<file path="src/hdl/ssi_pkg.sv">
// shared types and constants for the sparse spike synaptic integrator
// no dependencies; every other file refers to this package by scoped names
`timescale 1ns / 1ps

package ssi_pkg;

  // active list of spiking sources
  localparam int LIST_DEPTH = 256;
  localparam int LIST_W     = 8;
  localparam int CNT_W      = 9;

  // config port: two 32-bit registers at byte offsets 0 and 4
  localparam int CFG_ADDR_W = 3;
  localparam int CFG_DATA_W = 32;
  localparam logic [8:0] SOURCE_COUNT_RST = 9'd256;
  localparam logic       USE_EFFICACY_RST = 1'b1;

  // arithmetic: weight q3.12 times efficacy q1.15 gives q.27, summed over the list
  localparam int VAL_W      = 16;
  localparam int PROD_W     = 32;
  localparam int SUM_W      = PROD_W + LIST_W;
  localparam int COND_W     = 31;
  localparam int ROUND_SHIFT = 15;
  localparam logic [SUM_W-1:0] ROUND_HALF = SUM_W'(1) << (ROUND_SHIFT - 1);
  localparam logic [COND_W-1:0] COND_MAX = '1;

  typedef enum logic [1:0] {
    CMD_WEIGHT    = 2'd0,
    CMD_EFFICACY  = 2'd1,
    CMD_SPIKE     = 2'd2,
    CMD_INTEGRATE = 2'd3
  } cmd_t;

  typedef enum logic [2:0] {
    ST_CLEAR,
    ST_IDLE,
    ST_WALK,
    ST_ROUND,
    ST_WRITE
  } state_t;

  typedef enum logic {
    REG_SOURCE_COUNT = 1'b0,
    REG_USE_EFFICACY = 1'b1
  } reg_idx_t;

  typedef struct packed {
    logic [8:0] source_count;
    logic       use_efficacy;
  } cfg_t;

endpackage

</file>
<file path="src/hdl/ssi_cfg.sv">
// apb-style register block: source_count and use_efficacy
// depends on ssi_pkg for the register index codes and the cfg_t struct
`timescale 1ns / 1ps

module ssi_cfg (
  input  logic                              clk,
  input  logic                              rst_n,
  input  logic                              psel,
  input  logic                              penable,
  input  logic                              pwrite,
  input  logic [ssi_pkg::CFG_ADDR_W-1:0]    paddr,
  input  logic [ssi_pkg::CFG_DATA_W-1:0]    pwdata,
  output logic [ssi_pkg::CFG_DATA_W-1:0]    prdata,
  output logic                              pready,
  output ssi_pkg::cfg_t                     cfg
);

  logic [8:0]        source_count_r;
  logic              use_efficacy_r;
  logic              wr_en;
  ssi_pkg::reg_idx_t reg_idx;

  assign pready  = 1'b1;
  assign wr_en   = psel && penable && pwrite && pready;
  assign reg_idx = ssi_pkg::reg_idx_t'(paddr[2]);

  always_ff @(posedge clk) begin
    if (!rst_n) begin
      source_count_r <= ssi_pkg::SOURCE_COUNT_RST;
      use_efficacy_r <= ssi_pkg::USE_EFFICACY_RST;
    end else if (wr_en) begin
      case (reg_idx)
        ssi_pkg::REG_SOURCE_COUNT: source_count_r <= pwdata[8:0];
        ssi_pkg::REG_USE_EFFICACY: use_efficacy_r <= pwdata[0];
        default: ;
      endcase
    end
  end

  always_comb begin
    case (reg_idx)
      ssi_pkg::REG_SOURCE_COUNT: prdata = {23'd0, source_count_r};
      ssi_pkg::REG_USE_EFFICACY: prdata = {31'd0, use_efficacy_r};
      default:                   prdata = '0;
    endcase
  end

  assign cfg.source_count = source_count_r;
  assign cfg.use_efficacy = use_efficacy_r;

endmodule

</file>
<file path="config.mk">
export PLATFORM = sky130hd
export DESIGN_NAME = ssi_cfg
export DESIGN_NICKNAME = d
export VERILOG_FILES = /design/src/hdl/ssi_pkg.sv /design/src/hdl/ssi_cfg.sv
export SDC_FILE = /design/constraint.sdc
export NUM_CORES = 1
export LEC_CHECK = 0
export BUFFER_PORTS_ARGS = -buffer_cell sky130_fd_sc_hd__buf_2
export CORE_MARGIN = 2
export CORE_UTILIZATION = 36
export CTS_BUF_LIST = sky130_fd_sc_hd__clkbuf_2
export DETAILED_ROUTE_END_ITERATION = 16
export PLACE_DENSITY_LB_ADDON = 0.3
export SYNTH_ARGS = -nofsm -noshare
export SYNTH_HDL_FRONTEND = slang
export SYNTH_SLANG_ARGS = --single-unit
</file>
<file path="constraint.sdc">
create_clock -name clk -period 1.5 [get_ports clk]
set_input_delay 0.075 -clock clk [delete_from_list [all_inputs] [get_ports clk]]
set_output_delay 0.075 -clock clk [all_outputs]
set_load 0.005 [all_outputs]
</file>
* Yosys cells after proc, flatten, opt, wreduce, memory -nomap -nowiden
Index checks and enable logic that the tools add are counted.
** Storage, ports and cells
- Flip-flop bits (word level) :: 10
- Word-level logic and storage cells :: 8
- Input bits :: 40
- Output and inout bits :: 43
** Operators by class
- Reductions and logical operators :: 4
- Muxes and demuxes :: 1
- Bitwise operators :: 1
** Operator list (count)
- $pmux W32 S2 :: 1
- $reduce_and A2 Y1 :: 2
- $logic_and A1 B1 Y1 :: 2
- $not A1 Y1 :: 1

* Longest topological paths before layout
Gate-level depths: netlist (run 1).
- Word-level depth :: 3
- Gate-level depth with buffers :: 3
- Gate-level depth less buffers :: 2

* Worst setup path after synthesis (run 1)
Ideal clock, no wire load.
- Path kind :: input port to flip-flop
- From :: input port paddr[2] (netlist name)
- To :: register source_count_r[0]
- Arrival :: 622 ps
- Library setup time :: 72 ps
- Cell stages on the path :: 3
- Buffers on the path :: 1
- Slack :: 807 ps
- Data required time :: 1428 ps
- Cells stage by stage :: and4b_1 buf_6 mux2i_1
** On the way
- Word-level cells in the longest chain between the ends :: 2
** Ends and longest elaborated chain
- from (decl) :: line ssi_cfg.sv:11 : input logic [ssi_pkg::CFG_ADDR_W-1:0] paddr,
- $not A1 Y1
- $reduce_and A2 Y1 (no line)
- to (signal assigned) :: line ssi_cfg.sv:29 : source_count_r <= ssi_pkg::SOURCE_COUNT_RST;
- to (signal assigned) :: line ssi_cfg.sv:33 : ssi_pkg::REG_SOURCE_COUNT: source_count_r <= pwdata[8:0];
- to (decl) :: line ssi_cfg.sv:18 : logic [8:0] source_count_r;
Every way passes these cells.
A chain may end at the register's enable or synchronous reset.

* Final worst setup path (run 1)
- From :: register use_efficacy_r
- To :: output port prdata[0] (netlist name)
** On the way
- Word-level cells in the longest chain between the ends :: 1
** Ends and longest elaborated chain
- from (decl) :: line ssi_cfg.sv:19 : logic use_efficacy_r;
- from (signal assigned) :: line ssi_cfg.sv:30 : use_efficacy_r <= ssi_pkg::USE_EFFICACY_RST;
- from (signal assigned) :: line ssi_cfg.sv:34 : ssi_pkg::REG_USE_EFFICACY: use_efficacy_r <= pwdata[0];
- $pmux W32 S2 :: line ssi_cfg.sv:41 : case (reg_idx)
- to (decl) :: line ssi_cfg.sv:13 : output logic [ssi_pkg::CFG_DATA_W-1:0] prdata,
Every way passes these cells. The select of a mux whose other input is x is not followed.

==> metrics.md, run 1 <==
| Metric | Value |
|---|---|
| Status | complete, no violations |
| Number of CTS-inserted buffers | 3 |
| Post-cts resize count | 0 |
| Standard-cell row count | 15 |
| Layout area overhead | 13.0% |
| Async SR Flop Fraction | 0% |
| Gate Count Post-Synth | 82 |
| Congestion Overflow GR | 0 |
| DR WL met2 | between 400 and 500 um |
| First-pass GRT wire length | 1520 um |
| Bufs on Longest Clock Path | 2 |
| Top post-synthesis cells by count | 25 x buf_4, 16 x nand2_1, 12 x nor2b_1 |
| Slowest cell on the critical path | dfxtp_1 |
| Post-synth cell types | 13 |
| Fmax | between 900 and 1000 MHz |
| Period Utilization, post-route | 67.6% |
| Synth area leaders | dfxtp_1 29%, buf_4 27%, mux2i_1 15% |
| Worst-path maximum fanout | 3 |
| Post-synth top flop | dfxtp_1 |
| IO Port Bufs | 33 |
| Power Density | 635 nW/um2 |
| CTS H-tree lvls | 1 |
| Post-synth EDFFs | 0 |
| Min-delay src | pwdata[4] |
| Setup CP Type | reg2out |
| R2r setup slk | 900 ps |
| HP Class | in2reg |
| Total placed cells including tap cells | roughly 130 |
| Hpwl dp | about 870 um |
| RSZ-0062 raised after global routing | false |
| Via count | 516 |
| Max Cap Viol | 0 |
| Crit path capture type | output pin |
| Crit-path cells | mux2_2, buf_2 |
| CP required | around 1400 ps |
| Worst Path Arrival | 940 ps |
| Min cycle time layout | about 1000 ps |
| Non-filler cells, final | 137 |
| Total wire length | 1110 um |
| Ant. Diodes | 0 |
| Yosys warning count | 0 |
| TritonCTS Sinks | 10 |
| Reg clk slew, reported paths | 90 ps |
| Iteration count of the initial detailed-routing pass | 2 |
| Slew Limit Fails | 0 |
| Uppermost layer routed | met3 |
| Remaining DRCs | 0 |
| Element type at the critical path start | flip-flop |
| Root Buffer | clkbuf_2 |
| Post-synth top area share | just under 30% |
| Initial antenna violation count | 0 |
| Die area | roughly 2300 um2 |
| CP max stage delay | between 300 and 400 ps |
| Core Area | roughly 1800 um2 |
| Worst skew pair latency | around 230 ps |
| Reg-to-Reg Start | use_efficacy_r |
| Seq/Total Area, Yosys | 29.3% |
| Gr usage total | 9.53% |
| Iter 0 DRT Violations | 3 |
| DR vias/cell | about 3.8 |
| WL per Instance | roughly 8.1 um |
| Final hold vios | 0 |
| Reg2Reg Capture Point | use_efficacy_r |
| IO Pins | 83 |
| Hold_buf cts | 0 |
| Buf/Inv on CP | 1 |
| Hold EP | source_count_r[4] |
| Post-synth top area cell | dfxtp_1 |
| Fraction of layout cells with a size suffix above 1 | about a third |
| Final setup TNS | 0 ps |
| Mapped Area | just under 700 um2 |
| FF/Latch Area | about 200 um2 |
| Gpl congestion | 0.616 |
| Metal3 WL | approximately 130 um |
| Delay-heaviest family, CP | flip-flops |
| Final setup viols | 0 |
| Lkg Pwr | between 0.4 and 0.5 nW |
| Initial cell density of the core | 38.7% |
| Syn_area_per_cell | approximately 8.3 um2 |
| Hold Path Cell Cnt | 3 |
| Clk_skew | 0 ps |
| Fill count | approximately 200 |
| DIE WIDTH | roughly 48 um |
| Maximum VDD drop | between 400 and 500 uV |
| Met1 WL | ~500 um |
| CTS tree | done |
| Cell with the most instances after synthesis | buf_4 |
| Register bit total from synthesis | 10 |
| Final antenna-violating net count | 0 |
| Vias in the first global route | between 300 and 400 |
| Worst r2r path cells | 2 |
| Largest net degree at the start of global routing | 21 |
| Fin nets | 154 |
| Post-CTS Repair Setup Buffers | 0 |
| Die height | around 48 um |
| Multi-input gate area | about 350 um2 |
[worst register-to-register path, delay by kind of cell, from the launching register on]
kind | cells | cell delay (ps)
and+or+nand+nor | 1 | 100
muxes | 1 | 70
DFF | 1 | 330
[routing by layer]
layer  global-route usage [%]  vias to the layer above
met4                     3.24                        0
met3                     2.26                        0
li1                         -                      268
met5                        0                        -
met2                     14.1                       32
met1                     13.6                      216
[cell type report]
type                       instances  area share [%]
clock buffer                       3            1.94
multi-input combinational         65            45.7
sequential                        10            25.9
tap                               25            4.05
timing repair buffer              34            22.4
[per-stage QoR]
| stage | power (W) | util [%] | hold WS (ps) | setup WS, ps | instance area, um2 |
|---|---|---|---|---|---|
| floorplan | 0.000376 | - | 217 | 807 | 766 |
| global placement | 0.000361 | 42.9 | 325 | 512 | 757 |
| detailed placement | 0.000361 | 42.9 | 331 | 495 | 757 |
| CTS | 0.000501 | 43.8 | 56.2 | 459 | 772 |
| global route | 0.000527 | 43.8 | 56.0 | 434 | 772 |
| finish | 0.000490 | 43.8 | 71.2 | 486 | 772 |
[sequential cells by signal, indices dropped and copies added (netlist names)]
signal / cells
source_count_r: 9
use_efficacy_r: 1
[report_power, final]
part	leakage (nW)	switching (W)	internal [W]
registers	0.0810	0.00000359	0.000271
logic	0.323	0.0000449	0.0000351
clock network	0.0125	0.0000805	0.0000546
total	0.416	0.000129	0.000361
[cell families (layout without fill, tap and decap cells)]
family | after synthesis | count (layout) | synth area share [%]
other | 2 | 24 | 1.10
and+or+nand+nor | 30 | 30 | 22.2
buffers and inverters | 29 | 37 | 31.1
DFF | 10 | 10 | 29.3
muxes | 11 | 11 | 16.3
[worst max-delay path by stage]
stage | startpoint | end | slack, ps | cells past startpoint
floorplan | paddr[2] | source_count_r[0] | 810 | 3
global placement | paddr[2] | source_count_r[2] | 510 | 4
detailed placement | paddr[2] | source_count_r[7] | 490 | 4
CTS | use_efficacy_r | prdata[0] | 460 | 2
global route | source_count_r[0] | prdata[0] | 430 | 2
finish | use_efficacy_r | prdata[0] | 490 | 2
[placed cells by master, fill, tap and decap left out]
master and n:
and4b_1 1, buf_2 33, buf_4 1, clkbuf_2 3, conb_1 24, dfxtp_1 10, mux2_2 1, mux2i_1 10
nand2_1 16, nand4_1 1, nor2b_1 12
(Power assumes the default switching activity.)
==> run 2: changes to the inputs <==
--- a/config.mk
+++ b/config.mk
@@ -7,7 +7,7 @@
 export LEC_CHECK = 0
 export BUFFER_PORTS_ARGS = -buffer_cell sky130_fd_sc_hd__buf_2
 export CORE_MARGIN = 2
-export CORE_UTILIZATION = 36
+export CORE_UTILIZATION = 30
 export CTS_BUF_LIST = sky130_fd_sc_hd__clkbuf_2
 export DETAILED_ROUTE_END_ITERATION = 16
 export PLACE_DENSITY_LB_ADDON = 0.3
==> constraint.sdc (replaced) <==
create_clock -name clk -period 0.9 [get_ports clk]
set_input_delay 0.045 -clock clk [delete_from_list [all_inputs] [get_ports clk]]
set_output_delay 0.045 -clock clk [all_outputs]
set_load 0.005 [all_outputs]
==> run 2 against run 1 <==
  * Wire length rose by 15%
  * Critical path type unchanged
  * Clock power rose by 79%
  * Core utilization fell by 3.8 points
  * Non-clock buffer count rose by 8
  * Flip-flop and latch count did not move
  * Critical path depth did not move
  * First-iteration DRC count fell by 33%
  * The run now ends with negative setup slack left
  * Via count rose by 9.1%
  * Largest power group unchanged
  * Global-route usage rose by 1.1 points
  * Largest cell class unchanged
  * Total power rose by 75%
  * Combinational power rose by 97%
==> metrics.md, run 2 (synthesis results as in run 1) <==
| Metric | Value |
|---|---|
| Worst r2r path cells | 3 |
| First-pass GRT wire length | 2050 um |
| Gr usage total | 10.6% |
| Power Density | roughly 980 nW/um2 |
| Non-filler cells, final | 148 |
| Hold EP | source_count_r[7] |
| Die area | 2670 um2 |
| Psw | around 0.00024 W |
| Place WS | 16.1 ps |
| Top Registers | source_count_r (9), use_efficacy_r (1) |
| Int Power | about 0.00062 W |
| Crit path capture type | output pin |
| IO Pins | 83 |
| Total wire length | between 1000 and 1500 um |
| Congestion Overflow GR | 0 |
| Gate power share | between 10% and 20% |
| Hold Path Cell Cnt | 3 |
| Final WS setup | -99.6 ps |
| Standard-cell row count | 17 |
| Final setup TNS | -99.6 ps |
| Setup CP Type | reg2out |
| Period Utilization, post-route | 111% |
| Min cycle time layout | between 900 and 1000 ps |
| FF/Latch Area | between 200 and 250 um2 |
| Core Area | 2190 um2 |
| Maximum VDD drop | ~550 uV |
| Crit-path cells | mux2_2, buf_2 |
| HP Class | in2reg |
| Reg-to-Reg Start | use_efficacy_r |
| Commonest non-fill, non-tap cell in the layout | buf_2 |
| Slew Limit Fails | 0 |
| Ant. Diodes | 0 |
| Worst Path Arrival | 950 ps |
| Final setup viols | 1 |
| RSZ-0062 raised after global routing | true |
| Fill count | about 230 |
| Initial antenna violation count | 0 |
| Slowest cell on the critical path | dfxtp_2 |
| Sw frac | about 28% |
| DR vias/cell | around 3.8 |
| Hold WS | 28.7 ps |
| TritonCTS Sinks | 10 |
| Iteration count of the initial detailed-routing pass | 4 |
| Iter 0 DRT Violations | 2 |
| Multi-input gate area | roughly 370 um2 |
| Element type at the critical path start | flip-flop |
| Fraction of layout cells with a size suffix above 1 | about 48% |
| DIE WIDTH | 51.7 um |
| Most frequent cells in the layout | 31 x buf_2, 24 x conb_1, 16 x nand2_1 |
| Number of CTS-inserted buffers | 3 |
| Flop pwr share | between 50% and 60% |
| Initial cell density of the core | a little under a third |
| Hpwl dp | between 1000 and 1500 um |
| CP required | approximately 850 ps |
| Max reg flops | 9 |
| Reg clk slew, reported paths | ~100 ps |
| Clock power share | ~28% |
| CTS tree | done |
| Largest reg by FF count | source_count_r |
| Total placed cells including tap cells | 140 |
| Final hold vios | 0 |
| Final antenna-violating net count | 0 |
| Root Buffer | clkbuf_2 |
| Clk_skew | 0 ps |
| Status | finished, violations left |
| Via count | 563 |
| Reg2Reg Capture Point | use_efficacy_r |
| Vias in the first global route | just over 500 |
| Fin nets | 162 |
| CP max stage delay | ~330 ps |
| Bufs on Longest Clock Path | 2 |
| Worst-path maximum fanout | 2 |
| Layout area overhead | 28.2% |
| Violated checks | negative setup slack |
| Remaining DRCs | 0 |
| IO Port Bufs | 33 |
| WL per Instance | roughly 8.7 um |
| Max Cap Viol | 0 |
| Delay-heaviest family, CP | flip-flops |
| Buf/Inv on CP | 1 |
| Lkg Pwr | approximately 0.46 nW |
| Min-delay src | pwdata[7] |
| Fmax | around 1000 MHz |
| R2r setup slk | 160 ps |
| Final core occ | 40.0% |
| CTS H-tree lvls | 1 |
| Worst skew pair latency | around 240 ps |
| Die height | 51.7 um |
| Gpl congestion | roughly 0.65 |
| Largest net degree at the start of global routing | 21 |
[run 2: through the flow]
step / total power, W / cell area (um2)
after detailed placement: 0.000613 / 783
final: 0.000859 / 876
after floorplan: 0.000626 / 766
after global placement: 0.000610 / 783
after global routing: 0.000913 / 876
after CTS: 0.000863 / 823
[run 2: how the worst max path moves through the flow]
stage,cells after the start,start,end
2_1_floorplan,3,paddr[2],source_count_r[0]
3_3_place_gp,4,paddr[2],source_count_r[7]
3_5_place_dp,4,paddr[2],source_count_r[0]
4_1_cts,2,use_efficacy_r,prdata[0]
5_1_grt,2,use_efficacy_r,prdata[0]
6_report,2,source_count_r[0],prdata[0]
[run 2: timing repair]
item                       CTS  global route
gates resized for setup      8             7
pin swaps                    0             0
setup buffers                2             3
setup endpoints to repair    7            11
cloned                       0             0
hold buffers                 0             0
[run 2: metal layers]
metal / track usage [%] / vias to the layer above / share of wire [%]
li1: - / 283 / -
met1: 13.4 / 246 / 44
met2: 15.6 / 34 / 46
met3: 4.02 / 0 / 10
met4: 5.26 / 0 / 0
met5: 0 / - / 0
[run 2: worst min-delay path, cell delays in order]
cell and delay [ps]:
buf_2 90, nand2_1 40, mux2i_1 50
[run 2: power by group through the flow]
stage          clock network (W)  logic, W  registers (W)
3_5_place_dp                   0  0.000144       0.000469
5_1_grt                 0.000270  0.000181       0.000462
3_3_place_gp                   0  0.000141       0.000468
6_report                0.000241  0.000158       0.000460
2_1_floorplan                  0  0.000157       0.000469
4_1_cts                 0.000256  0.000148       0.000459
[run 2: final cells by class]
cell class                 instances  share of cell area (%)
sequential                        10                    24.3
multi-input combinational         65                    42.0
clock buffer                       3                    1.71
tap                               28                    4.00
timing repair buffer              42                    28.0
